==> config.mk <==
export PLATFORM = sky130hd
export DESIGN_NAME = rpn_front
export DESIGN_NICKNAME = d
export VERILOG_FILES = /design/src/hw/rtl/rpn_pkg.sv /design/src/hw/rtl/rpn_front.sv
export SDC_FILE = /design/constraint.sdc
export NUM_CORES = 1
export LEC_CHECK = 0
export ABC_AREA = 0
export BUFFER_PORTS_ARGS = -buffer_cell sky130_fd_sc_hd__buf_4
export CAP_MARGIN = 20
export CORE_MARGIN = 2
export CORE_UTILIZATION = 46
export DETAILED_ROUTE_END_ITERATION = 8
export PLACE_DENSITY = 0.88
export SLEW_MARGIN = 5
export SYNTH_ARGS = -nofsm -noshare
export SYNTH_HDL_FRONTEND = slang
export SYNTH_SLANG_ARGS = --single-unit
==> constraint.sdc <==
create_clock -name clock -period 4.18 [get_ports clock]
set_input_delay 0.418 -clock clock [delete_from_list [all_inputs] [get_ports clock]]
set_output_delay 0.418 -clock clock [all_outputs]
set_load 0.01 [all_outputs]
==> src/hw/rtl/rpn_pkg.sv <==
// Shared types and constants for the RPN stack calculator.
`timescale 1ns / 1ps

package rpn_pkg;

   localparam logic [2:0] OP_PUSH  = 3'd0;
   localparam logic [2:0] OP_ADD   = 3'd1;
   localparam logic [2:0] OP_SUB   = 3'd2;
   localparam logic [2:0] OP_MUL   = 3'd3;
   localparam logic [2:0] OP_DIV   = 3'd4;
   localparam logic [2:0] OP_PRINT = 3'd5;

   localparam logic [1:0] ST_OK    = 2'd0;
   localparam logic [1:0] ST_FULL  = 2'd1;
   localparam logic [1:0] ST_EMPTY = 2'd2;
   localparam logic [1:0] ST_ZDIV  = 2'd3;

   localparam logic signed [31:0] Q_MAX = 32'sh7FFF_FFFF;
   localparam logic signed [31:0] Q_MIN = 32'sh8000_0000;

   localparam int DIV_STEPS = 48;
   localparam int CMD_QUEUE_DEPTH = 2;

   typedef enum logic [2:0] {
      CLS_PUSH  = 3'd0,
      CLS_ADD   = 3'd1,
      CLS_SUB   = 3'd2,
      CLS_MUL   = 3'd3,
      CLS_DIV   = 3'd4,
      CLS_PRINT = 3'd5,
      CLS_NOP   = 3'd6
   } cls_type;

   typedef struct packed {
      cls_type            cls;
      logic signed [31:0] value;
   } cmd_type;

endpackage

==> src/hw/rtl/rpn_front.sv <==
// Front end: accepts request items and decodes the operation into a command.
`timescale 1ns / 1ps

module rpn_front (
   input  logic               clock,
   input  logic               reset,
   input  logic               req_valid,
   output logic               req_ready,
   input  logic [2:0]         req_operation,
   input  logic signed [31:0] req_value,
   output logic               cmd_valid,
   input  logic               cmd_ready,
   output rpn_pkg::cmd_type   cmd
);

   import rpn_pkg::*;

   logic    valid_ff, valid_in;
   cmd_type cmd_ff, cmd_in;
   cls_type cls;

   always_comb begin
      unique case (req_operation)
         OP_PUSH:  cls = CLS_PUSH;
         OP_ADD:   cls = CLS_ADD;
         OP_SUB:   cls = CLS_SUB;
         OP_MUL:   cls = CLS_MUL;
         OP_DIV:   cls = CLS_DIV;
         OP_PRINT: cls = CLS_PRINT;
         default:  cls = CLS_NOP;
      endcase
   end

   assign req_ready = !valid_ff || cmd_ready;

   always_comb begin
      valid_in = valid_ff && !cmd_ready;
      cmd_in   = cmd_ff;
      if (req_valid && req_ready) begin
         valid_in     = 1'b1;
         cmd_in.cls   = cls;
         cmd_in.value = (cls == CLS_PUSH) ? req_value : '0;
      end
   end

   always_ff @(posedge clock) begin
      if (reset) begin
         valid_ff <= 1'b0;
      end else begin
         valid_ff <= valid_in;
      end
      cmd_ff <= cmd_in;
   end

   assign cmd_valid = valid_ff;
   assign cmd       = cmd_ff;

endmodule

==> results of run 1 <==
-- state kept, by name, summed over array words and instances (netlist names) --
signal	cells
cmd	35
cmd_valid	1
-- cells in the final DEF (no fill, tap or decap) --
cell | synthesis | final
and2_1 | 33 | 33
nand2b_1 | 1 | 1
a21oi_1 | 1 | 1
edfxtp_1 | 35 | 35
inv_1 | 1 | 1
a21boi_0 | 1 | 1
nor3_4 | 1 | 1
buf_4 | 0 | 76
clkbuf_4 | 0 | 5
clkinv_1 | 0 | 1
dfxtp_1 | 1 | 1
clkbuf_1 | 2 | 2
-- worst max-delay path, delay by kind of cell, from the launching register on --
family        cells  cell delay [ns]
buf+inv           1             0.39
flops             1             0.33
simple gates      2             0.64
-- area by class of cell --
type,instances,share of cell area
Multi-Input combinational cell,37,0.1223
Tap cell,31,0.01965
Clock inverter,1,0.001901
Timing Repair Buffer,76,0.2890
Clock buffer,7,0.02281
Inverter,1,0.001901
Sequential cell,36,0.5425
-- per-stage QoR --
stage                     total power [mW]  hold slack (ns)  utilization  cells
after detailed placement            0.5236           0.5167       0.6923    181
after CTS                           0.6887           0.2110       0.7099    189
final                               0.6778           0.2334       0.7099    189
after global placement              0.5197           0.5035       0.6923    181
after floorplan                     0.4624           0.4871            -     79
after global routing                0.7152           0.2046       0.7099    189
-- worst paths after layout --
path,from,end
worst max-delay path,cmd_valid$_SDFF_PP0_,cmd[31]$_SDFFCE_PP0P_
worst min-delay path,reset,cmd_valid$_SDFF_PP0_
worst max register to register,cmd_valid$_SDFF_PP0_,cmd[31]$_SDFFCE_PP0P_
worst min register to register,cmd_valid$_SDFF_PP0_,cmd_valid$_SDFF_PP0_
-- layer usage --
metal,wire [um],GRT usage
met1,868,0.1752
met2,1363,0.2777
met3,322,0.09451
met4,47,0.08970
met5,0,0
-- kinds of logic (layout without fill, tap and decap cells) --
logic type | Yosys count | in the layout
flip-flops | 36 | 36
buffers and inverters | 6 | 85
AND/OR/NAND/NOR | 35 | 35
AO/OA/AOI/OAI | 2 | 2
-- report_power, final --
group	switching, mW	internal (mW)	total [mW]
sequential	0.00610	0.419	0.425
combinational	0.0366	0.0524	0.0891
clock	0.0995	0.0646	0.164
==> results.py, run 1 <==
metrics = {
    "outcome": {
        "status": "completed",
    },
    "route": {
        "post_drt_via_cell_ratio": 4.635,
        "remaining_drc_errors": 0,
        "vias": 876,
        "postRouteAntennaNets": 0,
        "firstDrtPassIters": 4,
        "postRouteWirelength_um": 2602,
        "wl_per_cell_um": 13.77,
        "drt_first_iter_violations": 16,
    },
    "synth": {
        "synth_area_in_adders": 0,
        "fraction_of_synthesized_area_in_multiplexers": 0,
        "synth_compound_area_frac": 0.009217,
        "yosys_warnings": 0,
        "synth-seq-area-share": 0.7889,
        "synth_cell_types": 10,
        "async_flop_share": 0,
        "number_of_flops_mapped_to_enable_cells_by_yosys": 35,
        "synthMostInstantiatedCell": "edfxtp_1",
        "post-synth-top-area-fraction": 0.7742,
        "avgSynthCellArea_um2": 17.18,
        "netlist_area_um2": 1358,
        "synthFlopType": "edfxtp_1",
        "synth-simple-area-share": 0.1687,
        "ys_top_cells_by_area": "edfxtp_1, and2_1, buf_6",
        "mappedNetlistNets": 118,
        "synthCells": 79,
        "synth-xor-area-share": 0,
        "netlist.top_cell.by_area": "edfxtp_1",
        "yosys_register_bits": 36,
        "synth_top_family_by_area": "simple AND/OR/NAND/NOR gates",
        "synth_top_cells_by_count": "edfxtp_1, and2_1, buf_6",
    },
    "placement": {
        "finalWeightedCongestion": 0.7298,
        "detailedPlacementHpwl_um": 1947,
        "port_buffers": 75,
        "dp_worst_setup_slack_ns": 2.257,
        "placement.cell_area_um2": 1926,
    },
    "cells_and_area": {
        "ff_latch_area_um2": 1071,
        "finish.net_count": 196,
        "diodes": 0,
        "syn_to_final_growth_pct": 45.44,
        "multi_input_comb_area_um2": 241.5,
        "share_of_layout_cells_above_drive_strength_1": 0.5190,
        "nFillCells": 204,
        "design_area_um2": 1974,
    },
    "critical_path": {
        "worstSetupEndpointType": "register",
        "cp_cell_sequence": "nand2b_1 -> and2_1 -> buf_4",
        "slowest_stage": "and2_1",
        "arrival_ns": 1.69,
        "startpoint_to_endpoint_class_of_the_critical_path": "reg -> reg",
        "worst-endpoint-required_ns": 4.19,
        "critPathLaunchType": "register",
        "worstPathMaxFanout": 21,
        "r2r.worst_path.cells": 3,
        "crit_path_max_incr_delay_ns": 0.54,
        "r2r_setup_slack_ns": 2.50,
    },
    "global_routing": {
        "first_pass_grt_wire_length_um": 4002,
        "largest_net_degree_at_the_start_of_global_routing": 33,
        "grt_pass1_vias": 874,
        "grt.total_usage": 0.1706,
        "grt_antenna_before_repair": 0,
        "grt.overflow.total": 0,
    },
    "sta": {
        "setup_viol": 0,
        "max_slew.worst_pin.slew_ns": 0.8214,
        "totalNegativeSetupSlack_ns": 0,
        "hold_viol": 0,
        "fmaxAchievable_mhz": 596.6,
        "timing.final.crit_period_ns": 1.676,
        "final_min_period_over_clock_period": 0.4010,
        "rsz0062_at_grt": "no",
        "finClkSkew_ns": 0.0007111,
        "slew_viol_final": 0,
        "postLayoutSetupSlackWorst_ns": 2.504,
        "maxSlewHeadroom": 0.4506,
    },
    "clock_network": {
        "cts.repair.resized": 0,
        "clock_tree.buffer_depth": 2,
        "cts.hold.buffers_added": 0,
        "clock_latency_ns": 0.32,
        "postCtsSetupBuffers": 0,
        "cts_made_buffers": 5,
        "cts.htree.levels": 2,
        "cts.reportedPaths.clkPinSlew_ns": 0.09,
        "cts_tree": "built",
        "cts.sink_count": 36,
        "cts.root.buffer_cell": "clkbuf_4",
    },
    "floorplanning": {
        "die_height_um": 58.33,
        "die_ar_um2": 3402,
        "design.core.area_um2": 2781,
        "pin_count": 76,
        "die_width_um": 58.33,
        "rows": 19,
        "floorplan.initialDensity": 0.4881,
    },
    "worst_hold_path": {
        "hold_path.class": "in -> reg",
        "timing.hold.worst_path_depth": 2,
    },
    "pwr": {
        "cellPowerDensity_nw_per_um2": 343.3,
        "ir_drop_uv": 343.3,
        "leakagePower_nw": 0.8633,
    },
    "job": {
        "max-cap-violations": 0,
    },
}
Power figures use the tool's default switching activity.
==> run 2, diff against run 1 <==
CORE_UTILIZATION = 39   (was 46)
PLACE_DENSITY = 0.8   (was 0.88)
clock period = 1.5 ns   (was 4.18 ns; I/O delays follow)
==> results.py, run 2 (same netlist as run 1, synthesis figures left out) <==
metrics = {
    "critical_path": {
        "r2r.worst_path.cells": 2,
        "origin_of_the_critical_flop_to_flop_path": "cmd_valid$_SDFF_PP0_",
        "cp.depth": 2,
        "worstPathMaxFanout": 35,
        "slowest_stage": "and2_4",
        "arrival_ns": 1.21,
        "cp_cell_sequence": "nand2b_1 -> and2_4",
        "worstSetupEndpointType": "register",
        "critPathLaunchType": "register",
        "startpoint_to_endpoint_class_of_the_critical_path": "reg -> reg",
        "worst-endpoint-required_ns": 1.48,
        "crit_path_max_incr_delay_ns": 0.44,
        "count_of_buffer_and_inverter_cells_on_the_critical_path": 0,
        "worst_path_dominant_cell_family": "simple AND/OR/NAND/NOR gates",
        "crit_start": "cmd_valid$_SDFF_PP0_",
    },
    "cells_and_area": {
        "final_cell_mix": "buf_4, edfxtp_1, and2_1, clkbuf_4, clkbuf_1",
        "layout.cells.most_common": "buf_4",
        "share_of_layout_cells_above_drive_strength_1": 0.5313,
        "finish.net_count": 198,
        "number_of_flip_flops_in_the_largest_register": 35,
        "layout.cells.non_filler": 206,
        "syn_to_final_growth_pct": 48.39,
        "nFillCells": 296,
        "diodes": 0,
    },
    "sta": {
        "fmaxAchievable_mhz": 808.2,
        "rsz0062_at_grt": "no",
        "totalNegativeSetupSlack_ns": 0,
        "fin_hold_ws_ns": 0.04918,
        "timing.final.crit_period_ns": 1.237,
        "final_min_period_over_clock_period": 0.8249,
        "finClkSkew_ns": 0.01117,
        "setup_viol": 0,
        "max_slew.worst_pin.slew_ns": 0.4433,
        "maxSlewHeadroom": 0.7045,
        "slew_viol_final": 0,
        "hold_viol": 0,
    },
    "global_routing": {
        "first_pass_grt_wire_length_um": 4312,
        "grt.total_usage": 0.1494,
        "largest_net_degree_at_the_start_of_global_routing": 36,
        "grt_antenna_before_repair": 0,
        "grt_pass1_vias": 902,
        "grt.overflow.total": 0,
    },
    "route": {
        "met1Wirelength_um": 990,
        "wl_per_cell_um": 12.96,
        "dr.max_layer_used": "met4",
        "postRouteAntennaNets": 0,
        "vias": 885,
        "met2_wirelength_um": 1436,
        "route.met3.wl_um": 190,
        "postRouteWirelength_um": 2670,
        "drt_first_iter_violations": 18,
        "post_drt_via_cell_ratio": 4.296,
        "firstDrtPassIters": 4,
        "remaining_drc_errors": 0,
    },
    "pwr": {
        "ir_drop_uv": 653.2,
        "leakagePower_nw": 0.8777,
        "power.total_mw": 1.908,
        "cellPowerDensity_nw_per_um2": 947.3,
    },
    "clock_network": {
        "cts.reportedPaths.clkPinSlew_ns": 0.10,
        "cts.sink_count": 36,
        "cts_made_buffers": 5,
        "cts.htree.levels": 2,
        "clock_tree.buffer_depth": 2,
        "cts_tree": "built",
        "clock_latency_ns": 0.32,
        "cts.root.buffer_cell": "clkbuf_4",
        "postCtsSetupBuffers": 0,
    },
    "floorplanning": {
        "die_ar_um2": 3969,
        "die_height_um": 63,
        "floorplan.initialDensity": 0.4068,
        "pin_count": 76,
        "rows": 21,
        "die_width_um": 63,
        "design.core.area_um2": 3337,
    },
    "outcome": {
        "status": "completed",
    },
    "worst_hold_path": {
        "hold_path.class": "in -> reg",
        "timing.hold.worst_path_depth": 1,
        "worst_hold_startpoint": "req_operation[2]",
    },
    "placement": {
        "detailedPlacementHpwl_um": 2033,
        "finalWeightedCongestion": 0.7041,
        "port_buffers": 75,
        "dpl.cell_count": 197,
    },
    "job": {
        "max-cap-violations": 0,
    },
}
## run 2: changes by cell type in the layout (fill, tap and decap cells not counted), sizes merged
cell,delta
dlygate4sd3,+1
buf,+1
## run 2: area by class of cell
class,count,area [um2],share of cell area
Multi-Input combinational cell,37,244.0,0.1211
Sequential cell,36,1071,0.5317
Clock inverter,1,5.005,0.002484
Timing Repair Buffer,78,588.1,0.2919
Tap cell,46,57.56,0.02857
Inverter,1,3.754,0.001863
Clock buffer,7,45.04,0.02236
## run 2: final timing paths
check | endpoint | slack [ns]
worst max-delay path | cmd[12]$_SDFFCE_PP0P_ | 0.26
worst min-delay path | cmd[34]$_DFFE_PP_ | 0.05
worst max register to register | cmd[12]$_SDFFCE_PP0P_ | 0.26
worst min register to register | cmd_valid$_SDFF_PP0_ | 0.53
## run 2: through the flow
step           worst slack, ns  cell area, um2    util
2_1_floorplan          0.09505            1359       -
6_report                0.2626            2014  0.6037
5_1_grt                 0.1526            2014  0.6037
4_1_cts               0.009282            2013  0.6033
3_5_place_dp           0.03359            1953  0.5853
3_3_place_gp           0.09736            1953  0.5853
## run 2: power breakdown
part	switching (mW)	leakage, nW	internal, mW	total, mW
clock network	0.289	0.0293	0.183	0.471
registers	0.0184	0.356	1.17	1.18
logic	0.102	0.492	0.150	0.252
## run 2: timing repair
action,4_1_cts,5_1_grt
hold buffers,1,0
gates resized for setup,0,1
endpoints found under the hold margin,1,0
setup endpoints to repair,0,35
## run 2: metal layers
| layer | vias up | global-route usage |
|---|---|---|
| met2 | 44 | 0.2580 |
| met3 | 5 | 0.05946 |
| met4 | 0 | 0.06667 |
| li1 | 431 | - |
| met1 | 405 | 0.1599 |
| met5 | - | 0 |
