===== src/hw/rtl/rpn_pkg.sv =====
// Shared types and constants for the RPN stack calculator.
`timescale 1ns / 1ps

package rpn_pkg;

   localparam logic [2:0] OP_PUSH  = 3'd0;
   localparam logic [2:0] OP_ADD   = 3'd1;
   localparam logic [2:0] OP_SUB   = 3'd2;
   localparam logic [2:0] OP_MUL   = 3'd3;
   localparam logic [2:0] OP_DIV   = 3'd4;
   localparam logic [2:0] OP_PRINT = 3'd5;

   localparam logic [1:0] ST_OK    = 2'd0;
   localparam logic [1:0] ST_FULL  = 2'd1;
   localparam logic [1:0] ST_EMPTY = 2'd2;
   localparam logic [1:0] ST_ZDIV  = 2'd3;

   localparam logic signed [31:0] Q_MAX = 32'sh7FFF_FFFF;
   localparam logic signed [31:0] Q_MIN = 32'sh8000_0000;

   localparam int DIV_STEPS = 48;
   localparam int CMD_QUEUE_DEPTH = 2;

   typedef enum logic [2:0] {
      CLS_PUSH  = 3'd0,
      CLS_ADD   = 3'd1,
      CLS_SUB   = 3'd2,
      CLS_MUL   = 3'd3,
      CLS_DIV   = 3'd4,
      CLS_PRINT = 3'd5,
      CLS_NOP   = 3'd6
   } cls_type;

   typedef struct packed {
      cls_type            cls;
      logic signed [31:0] value;
   } cmd_type;

endpackage


===== src/hw/rtl/rpn_cmd_fifo.sv =====
// Short command queue between the front end and the execution unit.
`timescale 1ns / 1ps

module rpn_cmd_fifo (
   input  logic             clock,
   input  logic             reset,
   input  logic             in_valid,
   output logic             in_ready,
   input  rpn_pkg::cmd_type in_cmd,
   output logic             out_valid,
   input  logic             out_ready,
   output rpn_pkg::cmd_type out_cmd
);

   import rpn_pkg::*;

   localparam int PW = (CMD_QUEUE_DEPTH > 1) ? $clog2(CMD_QUEUE_DEPTH) : 1;
   localparam int NW = $clog2(CMD_QUEUE_DEPTH + 1);

   cmd_type       entry_ff [CMD_QUEUE_DEPTH];
   logic [PW-1:0] wptr_ff, wptr_in;
   logic [PW-1:0] rptr_ff, rptr_in;
   logic [NW-1:0] count_ff, count_in;
   logic          push;
   logic          pop;

   assign in_ready  = count_ff != NW'(CMD_QUEUE_DEPTH);
   assign out_valid = count_ff != '0;
   assign out_cmd   = entry_ff[rptr_ff];
   assign push      = in_valid && in_ready;
   assign pop       = out_valid && out_ready;

   always_comb begin
      wptr_in  = wptr_ff;
      rptr_in  = rptr_ff;
      count_in = count_ff;
      if (push) begin
         wptr_in = (wptr_ff == PW'(CMD_QUEUE_DEPTH - 1)) ? '0 : wptr_ff + PW'(1);
      end
      if (pop) begin
         rptr_in = (rptr_ff == PW'(CMD_QUEUE_DEPTH - 1)) ? '0 : rptr_ff + PW'(1);
      end
      if (push && !pop) begin
         count_in = count_ff + NW'(1);
      end else if (pop && !push) begin
         count_in = count_ff - NW'(1);
      end
   end

   always_ff @(posedge clock) begin
      if (reset) begin
         wptr_ff  <= '0;
         rptr_ff  <= '0;
         count_ff <= '0;
      end else begin
         wptr_ff  <= wptr_in;
         rptr_ff  <= rptr_in;
         count_ff <= count_in;
      end
      if (push) begin
         entry_ff[wptr_ff] <= in_cmd;
      end
   end

endmodule


===== config.mk =====
export PLATFORM = sky130hd
export DESIGN_NAME = rpn_cmd_fifo
export DESIGN_NICKNAME = d
export VERILOG_FILES = /design/src/hw/rtl/rpn_pkg.sv /design/src/hw/rtl/rpn_cmd_fifo.sv
export SDC_FILE = /design/constraint.sdc
export NUM_CORES = 1
export LEC_CHECK = 0
export BUFFER_PORTS_ARGS = -buffer_cell sky130_fd_sc_hd__buf_2
export CAP_MARGIN = 30
export CORE_MARGIN = 1
export CORE_UTILIZATION = 48
export CTS_BUF_LIST = sky130_fd_sc_hd__clkbuf_8
export CTS_CLUSTER_DIAMETER = 200
export DETAILED_ROUTE_END_ITERATION = 10
export GPL_ROUTABILITY_DRIVEN = 0
export PLACE_DENSITY = 0.77
export SLEW_MARGIN = 20
export SYNTH_ARGS = -nofsm -noshare
export SYNTH_HDL_FRONTEND = slang
export SYNTH_SLANG_ARGS = --single-unit

===== constraint.sdc =====
create_clock -name clock -period 1.9 [get_ports clock]
set_input_delay 0.57 -clock clock [delete_from_list [all_inputs] [get_ports clock]]
set_output_delay 0.57 -clock clock [all_outputs]
set_load 0.01 [all_outputs]

==> results of run 1 <==
what timing repair did:
| item | 4_1_cts | 5_1_grt |
|---|---|---|
| setup buffers | 0 | 0 |
| endpoints found under the setup margin | 35 | 35 |
| gates resized for setup | 15 | 21 |
power groups by stage:
stage	registers (W)	clock network (W)	logic, W
after floorplan	0.00215	0	0.000728
after global placement	0.00216	0	0.00114
after detailed placement	0.00217	0	0.00115
after CTS	0.00215	0.000967	0.00128
after global routing	0.00217	0.00102	0.00149
final	0.00215	0.000930	0.00140
final timing paths:
check | from | to | slack, ps | cells past startpoint
max | register | out_cmd[21] | -20 | 3
min | in_cmd[17] | entry_ff[1][17] | 430 | 1
max reg2reg | count_ff[0] | count_ff[1] | 270 | 5
min reg2reg | rptr_ff | rptr_ff | 530 | 2
registers in the layout, summed over array words and instances, names as in the netlist, named ones only:
name and flops:
wptr_ff 1, rptr_ff 1, count_ff 2, entry_ff 70
critical path, cell delays in order (launching register included):
cell     delay (ps)
dfxtp_4         370
buf_12          160
mux2_2          340
buf_2           140
routing by layer:
layer	vias up	share of wire, %	track usage, %
li1	690	-	-
met3	6	3.6	3.53
met1	712	40	16.4
met4	0	1.5	9.62
met2	40	54	27.2
met5	-	0	0
cells by family after synthesis:
| kind of cell | count (synthesis) | synth area share [%] |
|---|---|---|
| adder cells (fa/ha/maj) | 1 | 0.457 |
| XOR/XNOR | 3 | 0.960 |
| multiplexers | 35 | 14.4 |
| AO/OA/AOI/OAI | 5 | 1.10 |
| flip-flops | 75 | 80.4 |
| buffers and inverters | 5 | 0.868 |
| AND/OR/NAND/NOR | 9 | 1.83 |
area by class of cell:
cell class,instances,area (um^2)
sequential,75,2210
fill,407,1930
multi-input combinational,53,567
timing repair buffer,81,558
clock buffer,9,124
tap,72,90.1
clock inverter,6,23.8
inverter,1,3.75
through the flow:
step | cell area (um^2) | TNS, ps | util, % | setup WS [ps]
3_3_place_gp | 3240 | 0 | 58.9 | 218
2_1_floorplan | 2740 | 0 | - | 92.6
3_5_place_dp | 3240 | 0 | 58.9 | 188
6_report | 3570 | -167 | 64.9 | -16.5
5_1_grt | 3570 | -1330 | 64.9 | -63.1
4_1_cts | 3480 | -839 | 63.1 | -47.1
layout by cell type (no fill, tap or decap), drive strengths merged:
master  count
a21bo       1
a21oi       2
and2        1
and3        1
buf        81
clkbuf      9
clkinv      6
dfxtp       5
edfxtp     70
ha          1
inv         1
mux2       35
nand2b      1
nand3b      1
nor2        3
o21ai       2
or2         1
or3         1
xor2        3
==> results.md, run 1 <==
* Status: finished with violations
* Failing checks: setup timing
* Routed wire length at 4.42 mm
* Top-Level Pins at 76
* Cell Count, Final, Fillers Out at 297
* Row count at 27
* Final hold violations at 0
* Clk network pwr share at 20.8%
* Reg clk slew, reported paths at 70 ps
* Required time worst endpoint at 1330 ps
* Synthesized instance count at 133
* Final slew viol count at 0
* Nets at 261
* Sink Count at 75
* Vias in the first global route at 1,409
* DR iter-0 viols at 68
* Gr ovfl total at 0
* DP Wirelength at 2.88 mm
* Syn_nets at 173
* Combinational fraction of design power at 31.2%
* Sw Pwr at 0.00120 W
* Part of the power in registers at 48.0%
* CTS H-tree lvls at 3
* Sw Ratio at 26.7%
* Minimum clock period at 1920 ps
* P&R area growth vs syn at 30.4%
* IO Port Bufs at 75
* Die Span Y at 77.5 um
* Avg Vias per Cell at 4.88
* Worst rel slew slack at 77.4%
* Largest net degree at the start of global routing at 21
* Core Region at 5510 um^2
* WL/cell at 14.9 um
* DIE AREA at 6010 um^2
* LEAKAGE at 1.38 nW
* Post-synth top area share at 76.7%
* CTS max path bufs at 2
* Final worst slack at -16.5 ps
* RSZ-0062 raised after global routing: true
* Skew-Pair Late Insertion Delay at 320 ps
* Min Hold Slack at 432 ps
* Final Setup Violations at 21
* CTS Buf Count at 9
* Worst EP arrival at 1350 ps
* Min-delay worst type: primary input to register
* Mapped Area at 2740 um^2
* Clk root buf: clkbuf_8
* Via count at 1,448
* Initial Utilization at 49.7%
* Clk_skew at 7.67 ps
* Post-synthesis sequential area ratio at 80.4%
* Async SR Flop Fraction at 0%
* DRC Markers at 0
* Total GRT Usage at 15.3%
* Post-synth EDFFs at 70
* Synth area leader: edfxtp_1
* CTS tree: done
* Startpoint Class: register
* Synth Flop Type: edfxtp_1
* Top post-synthesis cells by area: edfxtp_1 77%, mux2_2 14%, dfxtp_1 3.7%
* Syn avg cell area at 20.6 um^2
* N_diodes at 0
* Critical path class: register to output pin
* PnR Total Power at 0.00448 W
* Worst slew pin tran at 335 ps
* Power density cells at 1250 nW/um^2
* Post-synth top cells: 70 x edfxtp_1, 35 x mux2_2, 5 x dfxtp_1, 4 x buf_2
* Synth cell types at 17
* Layout cells sized above 1 at 57.8%
* # hold bufs at CTS at 0
* Flops & latches, synth at 75
* Max_cap viols at 0
* First-pass detailed-route iteration total at 4
* VDD IR-drop max at 0.000688 V
* Die X at 77.5 um
* Initial antenna violation count at 0
* Most frequent cell after synthesis: edfxtp_1
* Ys Warns at 0
* Routed Antenna Nets at 0
* Int Power at 0.00328 W
* Dpl cells at 282
* Final Cycle Share at 101%
* Setup crit end kind: output pin
* Worst-path fanout max at 20
* First-pass GRT wire length at 6.64 mm
* Fmax at 522 MHz
(Power assumes the default switching activity.)
==> inputs of run 2 (changes only) <==
--- a/config.mk
+++ b/config.mk
@@ -6,14 +6,15 @@
 export NUM_CORES = 1
 export LEC_CHECK = 0
 export BUFFER_PORTS_ARGS = -buffer_cell sky130_fd_sc_hd__buf_2
-export CAP_MARGIN = 30
+export CAP_MARGIN = 20
 export CORE_MARGIN = 1
 export CORE_UTILIZATION = 48
 export CTS_BUF_LIST = sky130_fd_sc_hd__clkbuf_8
-export CTS_CLUSTER_DIAMETER = 200
+export CTS_CLUSTER_DIAMETER = 60
 export DETAILED_ROUTE_END_ITERATION = 10
 export GPL_ROUTABILITY_DRIVEN = 0
 export PLACE_DENSITY = 0.77
+export SKIP_LAST_GASP = 1
 export SLEW_MARGIN = 20
 export SYNTH_ARGS = -nofsm -noshare
 export SYNTH_HDL_FRONTEND = slang
==> run 2 against run 1 <==
  * The flow still finishes with violations (setup timing)
  * Worst setup slack got worse by 1.8 ps
  * Highest routed layer unchanged
  * Non-clock buffer count unchanged
  * Core utilization is 3.0 points lower
  * Design area is 4.6% lower
  * Routed wire length is 3.5% lower
  * Via count down 0.76%
  * Maximum frequency barely moved
  * Critical path type unchanged
  * Largest cell class unchanged
  * Die area did not move
==> results.md, run 2 (synthesis results as in run 1) <==
* Status: finished with violations (unchanged)
* Failing checks: setup timing (unchanged)
* Vias in the first global route at 1,383 (was 1,409)
* # hold bufs at CTS at 0 (unchanged)
* DP Wirelength at 2.88 mm (unchanged)
* Fmax at 521 MHz (was 522 MHz)
* Top-Level Pins at 76 (unchanged)
* VDD IR-drop max at 0.000638 V (was 0.000688 V)
* Clk_skew at 7.46 ps (was 7.67 ps)
* DRC Markers at 0 (unchanged)
* Routed Antenna Nets at 0 (unchanged)
* Worst-path fanout max at 20 (unchanged)
* Fin util at 61.9% (was 64.9%)
* Setup bufs post-CTS at 0 (unchanged)
* WL/cell at 14.4 um (was 14.9 um)
* Required time worst endpoint at 1330 ps (about the same)
* Final hold violations at 0 (unchanged)
* CTS max path bufs at 2 (unchanged)
* Commonest non-fill, non-tap cell in the layout: buf_2 (was edfxtp_1)
* Initial Utilization at 49.7% (unchanged)
* Minimum clock period at 1920 ps (about the same)
* Setup crit end kind: output pin (unchanged)
* Final Setup Violations at 20 (was 21)
* Largest regs: entry_ff (70), count_ff (2) (unchanged)
* Critical path class: register to output pin (unchanged)
* LEAKAGE at 1.29 nW (was 1.38 nW)
* Largest net degree at the start of global routing at 21 (unchanged)
* Worst EP arrival at 1350 ps (about the same)
* CTS H-tree lvls at 3 (unchanged)
* Min-delay worst type: primary input to register (unchanged)
* Commonest non-fill, non-tap cells in the layout: 75 x buf_2, 70 x edfxtp_1, 35 x mux2_2, 9 x clkbuf_8, 5 x clkinv_1 (was 70 x edfxtp_1, 57 x buf_2, 21 x mux2_2, 18 x buf_6, 14 x mux2_4)
* Clk root buf: clkbuf_8 (unchanged)
* Layout cells sized above 1 at 57.8% (unchanged)
* P&R area growth vs syn at 24.4% (was 30.4%)
* Worst rel slew slack at 77.4% (about the same)
* Sink Count at 75 (unchanged)
* Die Span Y at 77.5 um (unchanged)
* Gr ovfl total at 0 (unchanged)
* First-pass GRT wire length at 6.54 mm (was 6.64 mm)
* DR iter-0 viols at 54 (was 68)
* Via count at 1,437 (was 1,448)
* Routed wire length at 4.27 mm (was 4.42 mm)
* Row count at 27 (unchanged)
* Skew-Pair Late Insertion Delay at 320 ps (about the same)
* Nets at 261 (unchanged)
* CTS tree: done (unchanged)
* Startpoint Class: register (unchanged)
* Final worst slack at -18.3 ps (was -16.5 ps)
* CTS Buf Count at 9 (unchanged)
* Worst slew pin tran at 335 ps (about the same)
* DIE AREA at 6010 um^2 (unchanged)
* N_diodes at 0 (unchanged)
* Power density cells at 1240 nW/um^2 (was 1250 nW/um^2)
* Reg clk slew, reported paths at 70 ps (about the same)
* Setup TNS at -196 ps (was -167 ps)
* Core Region at 5510 um^2 (unchanged)
* Final Cycle Share at 101% (about the same)
* First-pass detailed-route iteration total at 4 (unchanged)
* Most flop-heavy register: entry_ff (unchanged)
* Initial antenna violation count at 0 (unchanged)
* Largest register FFs at 70 (unchanged)
* Final slew viol count at 0 (unchanged)
* Total GRT Usage at 15.1% (was 15.3%)
* Die X at 77.5 um (unchanged)
* Max_cap viols at 0 (unchanged)
* Avg Vias per Cell at 4.84 (was 4.88)
* RSZ-0062 raised after global routing: true (unchanged)
* IO Port Bufs at 75 (unchanged)
[run 2: cell counts in the layout (fill, tap and decap cells not counted)]
Identical to the previous run, type by type.
[run 2: cell type report]
type | instances | area, um^2
tap | 72 | 90.1
multi-input combinational | 53 | 514
inverter | 1 | 3.75
timing repair buffer | 81 | 445
clock buffer | 9 | 124
fill | 435 | 2100
sequential | 75 | 2210
clock inverter | 6 | 23.8
[run 2: power by group]
group | internal, W | switching (W) | leakage [nW]
sequential | 0.00207 | 0.0000759 | 0.696
clock | 0.000442 | 0.000489 | 0.0765
combinational | 0.000582 | 0.000576 | 0.520
[run 2: path summary, 6_finish.rpt]
| kind | slack (ps) | to | cells after the start | from |
|---|---|---|---|---|
| max reg2reg | 270 | count_ff[1] | 5 | count_ff[0] |
| min reg2reg | 530 | rptr_ff | 2 | rptr_ff |
| min | 430 | entry_ff[1][17] | 1 | in_cmd[17] |
| max | -20 | out_cmd[21] | 3 | register |
[run 2: critical path, cell delays in order, from the launching register on]
cell     delay, ps
dfxtp_4        370
buf_12         160
mux2_2         340
buf_2          140
[run 2: stage by stage]
step	setup WS (ps)	area, um^2	total power, W	std cells	hold WS [ps]
final	-18.3	3410	0.00424	297	431
after detailed placement	188	3240	0.00333	282	520
after CTS	-47.1	3410	0.00429	297	413
after floorplan	92.6	2740	0.00288	133	471
after global routing	-68.0	3410	0.00444	297	413
after global placement	218	3240	0.00330	282	494
[run 2: metal layers]
metal,share of wire (%),vias to the layer above,global-route usage [%]
met3,3.5,4,3.41
met4,1.2,0,9.06
met2,55,38,26.7
li1,-,691,-
met1,41,704,16.3
met5,0,-,0
[run 2: what timing repair did]
action,in CTS,in global routing
hold endpoints to repair,0,0
setup endpoints to repair,35,35
resized for setup,4,0
==> inputs of run 3 (changes only) <==
--- a/config.mk
+++ b/config.mk
@@ -8,12 +8,12 @@
 export BUFFER_PORTS_ARGS = -buffer_cell sky130_fd_sc_hd__buf_2
 export CAP_MARGIN = 20
 export CORE_MARGIN = 1
-export CORE_UTILIZATION = 48
+export CORE_UTILIZATION = 53
 export CTS_BUF_LIST = sky130_fd_sc_hd__clkbuf_8
 export CTS_CLUSTER_DIAMETER = 60
 export DETAILED_ROUTE_END_ITERATION = 10
 export GPL_ROUTABILITY_DRIVEN = 0
-export PLACE_DENSITY = 0.77
+export PLACE_DENSITY = 0.81
 export SKIP_LAST_GASP = 1
 export SLEW_MARGIN = 20
 export SYNTH_ARGS = -nofsm -noshare
==> constraint.sdc (replaced) <==
create_clock -name clock -period 1.95 [get_ports clock]
set_input_delay 0.585 -clock clock [delete_from_list [all_inputs] [get_ports clock]]
set_output_delay 0.585 -clock clock [all_outputs]
set_load 0.01 [all_outputs]
==> run 3 against run 2 <==
  * The run still ends with setup timing left
  * Routed wire length up 9.8%
  * Largest cell class unchanged
  * Sequential cell count unchanged
  * Non-clock buffer count down 1
  * Sequential power down 2%
==> results.md, run 3 (synthesis results as in run 1) <==
* Status: finished with violations (unchanged)
* Failing checks: setup timing (unchanged)
* RSZ-0062 raised after global routing: true (unchanged)
* Routed Antenna Nets at 0 (unchanged)
* Sw Ratio at 25.4% (was 26.9%)
* Commonest non-fill, non-tap cells in the layout: 75 x buf_2, 70 x edfxtp_1, 35 x mux2_2, 9 x clkbuf_8, 4 x dfxtp_1 (was 75 x buf_2, 70 x edfxtp_1, 35 x mux2_2, 9 x clkbuf_8, 5 x clkinv_1)
* Worst EP arrival at 1380 ps (was 1350 ps)
* Most flop-heavy register: entry_ff (unchanged)
* Clk root buf: clkbuf_8 (unchanged)
* Die Span Y at 73.9 um (was 77.5 um)
* First-pass detailed-route iteration total at 4 (unchanged)
* Hold worst-path end: entry_ff[0][17] (was entry_ff[1][17])
* Commonest non-fill, non-tap cell in the layout: buf_2 (unchanged)
* Worst rel slew slack at 79.1% (was 77.4%)
* Worst hold start: in_cmd[17] (unchanged)
* Power density cells at 1320 nW/um^2 (was 1240 nW/um^2)
* Sw Pwr at 0.00118 W (was 0.00114 W)
* DP Wirelength at 2.92 mm (was 2.88 mm)
* Layout cells sized above 1 at 59.1% (was 57.8%)
* Setup TNS at -151 ps (was -196 ps)
* Initial antenna violation count at 0 (unchanged)
* Required time worst endpoint at 1360 ps (was 1330 ps)
* Part of the power in registers at 45.3% (was 50.7%)
* FF-to-FF path depth at 5 (unchanged)
* Gr ovfl total at 0 (unchanged)
* CTS tree: done (unchanged)
* FF-to-FF setup slack at 320 ps (was 270 ps)
* First-pass GRT wire length at 7.04 mm (was 6.54 mm)
* Nets at 260 (was 261)
* Routed wire length at 4.69 mm (was 4.27 mm)
* Max_cap viols at 0 (unchanged)
* Minimum clock period at 1970 ps
* Skew-Pair Late Insertion Delay at 330 ps (was 320 ps)
* LEAKAGE at 1.34 nW (was 1.29 nW)
* Worst R2R End: count_ff[1] (unchanged)
* Worst Hold Depth at 1 (unchanged)
* Top cell family by delay on the critical path: flip-flops (unchanged)
* Via count at 1,466 (was 1,437)
* DRC Markers at 0 (unchanged)
* Setup crit end kind: output pin (unchanged)
* Fmax at 508 MHz
* Final hold violations at 0 (unchanged)
* Sink Count at 75 (unchanged)
* Cell Chain, Critical Path: buf_12, mux2_2, buf_2 (unchanged)
* Combinational fraction of design power at 25.5% (was 27.3%)
* Core Region at 4850 um^2 (was 5510 um^2)
* Clk network pwr share at 29.2% (was 22.0%)
* DIE AREA at 5460 um^2 (was 6010 um^2)
* CTS Buf Count at 9 (unchanged)
* Vias in the first global route at 1,433 (was 1,383)
* Worst-path fanout max at 15 (was 20)
* P&R area growth vs syn at 28.1% (was 24.4%)
* Startpoint Class: register (unchanged)
* IO Port Bufs at 75 (unchanged)
* Worst path bufs/invs at 2 (unchanged)
* WL/cell at 16.0 um (was 14.4 um)
* Largest net degree at the start of global routing at 36 (was 21)
* CTS H-tree lvls at 3 (unchanged)
* Largest register FFs at 70 (unchanged)
* Initial Utilization at 56.5% (was 49.7%)
* Critical path class: register to output pin (unchanged)
* CTS max path bufs at 2 (unchanged)
* Final slew viol count at 0 (unchanged)
* Row count at 25 (was 27)
* Total GRT Usage at 18.8% (was 15.1%)
* Die X at 73.9 um (was 77.5 um)
* Avg Vias per Cell at 5.02 (was 4.84)
* # hold bufs at CTS at 0 (unchanged)
* Reg clk slew, reported paths at 70 ps (about the same)
* Final worst slack at -19.1 ps (was -18.3 ps)
* Min Hold Slack at 435 ps (was 431 ps)
* N_diodes at 0 (unchanged)
* DR iter-0 viols at 68 (was 54)
* Largest regs: entry_ff (70), count_ff (2) (unchanged)
* Worst slew pin tran at 310 ps (was 335 ps)
* Int Power at 0.00345 W (was 0.00310 W)
* Final Setup Violations at 20 (unchanged)
* CP peak stage delay at 400 ps (was 370 ps)
* Clk_skew at 5.60 ps (was 7.46 ps)
* VDD IR-drop max at 0.000996 V (was 0.000638 V)
* Top-Level Pins at 76 (unchanged)
* Final Cycle Share at 101%
* Slowest library cell on the worst path: dfxtp_4 (unchanged)
* R2r startpoint: count_ff[0] (unchanged)
* Min-delay worst type: primary input to register (unchanged)
## run 3: changes by cell type in the layout (fill, tap and decap cells not counted)
cell	delta
bufinv_16	+3
buf_4	-3
clkinv_2	+1
inv_1	+1
clkinv_1	-4
buf_16	+1
buf_12	+1
## run 3: worst max path at each step
stage | from | endpoint | cells past startpoint
6_report | register | out_cmd[5] | 3
5_1_grt | register | out_cmd[20] | 3
4_1_cts | register | out_cmd[20] | 3
3_5_place_dp | in_valid | count_ff[1] | 5
3_3_place_gp | in_valid | count_ff[1] | 5
2_1_floorplan | count_ff[0] | entry_ff[1][0] | 2
## run 3: repair_timing
item | 4_1_cts | 5_1_grt
gates resized for setup | 3 | 0
gates cloned | 1 | 0
endpoints found under the hold margin | 0 | 0
buffers inserted | 0 | 0
setup endpoints to repair | 35 | 35
## run 3: metal layers
metal | part of all wire [%] | track usage [%] | up-vias
li1 | - | - | 691
met1 | 43 | 22.9 | 718
met3 | 5.5 | 7.68 | 5
met5 | 0 | 0 | -
met4 | 1.1 | 7.69 | 0
met2 | 50 | 29.7 | 52
## run 3: final cells by class
cell class	count	area, um^2
Sequential cell	75	2210
Fill cell	300	1340
Multi-Input combinational cell	53	514
Timing Repair Buffer	80	470
Clock buffer	9	124
Clock inverter	7	108
Tap cell	67	83.8
Inverter	1	3.75
## run 3: power by group through the flow
| stage | Combinational, W | Clock (W) | Sequential [W] |
|---|---|---|---|
| floorplan | 0.000708 | 0 | 0.00210 |
| global placement | 0.00113 | 0 | 0.00210 |
| detailed placement | 0.00114 | 0 | 0.00212 |
| CTS | 0.00120 | 0.00138 | 0.00210 |
| global route | 0.00126 | 0.00145 | 0.00212 |
| finish | 0.00118 | 0.00135 | 0.00210 |
## run 3: worst reg2reg max path: stages (launching register included)
cell and delay [ps]:
dfxtp_1 350, nand2b_1 210, and2_1 180, ha_1 320, or3_1 360, a21oi_1 140
## run 3: through the flow
stage / total power [W] / setup slack, ps / instance area (um^2) / std cells / util, %
6_report: 0.00463 / -19.1 / 3510 / 292 / 72.4
5_1_grt: 0.00484 / -74.9 / 3510 / 292 / 72.4
2_1_floorplan: 0.00280 / 15.2 / 2740 / 133 / -
3_5_place_dp: 0.00326 / 221 / 3250 / 275 / 67.0
3_3_place_gp: 0.00323 / 248 / 3250 / 275 / 67.0
4_1_cts: 0.00468 / -40.6 / 3510 / 292 / 72.4
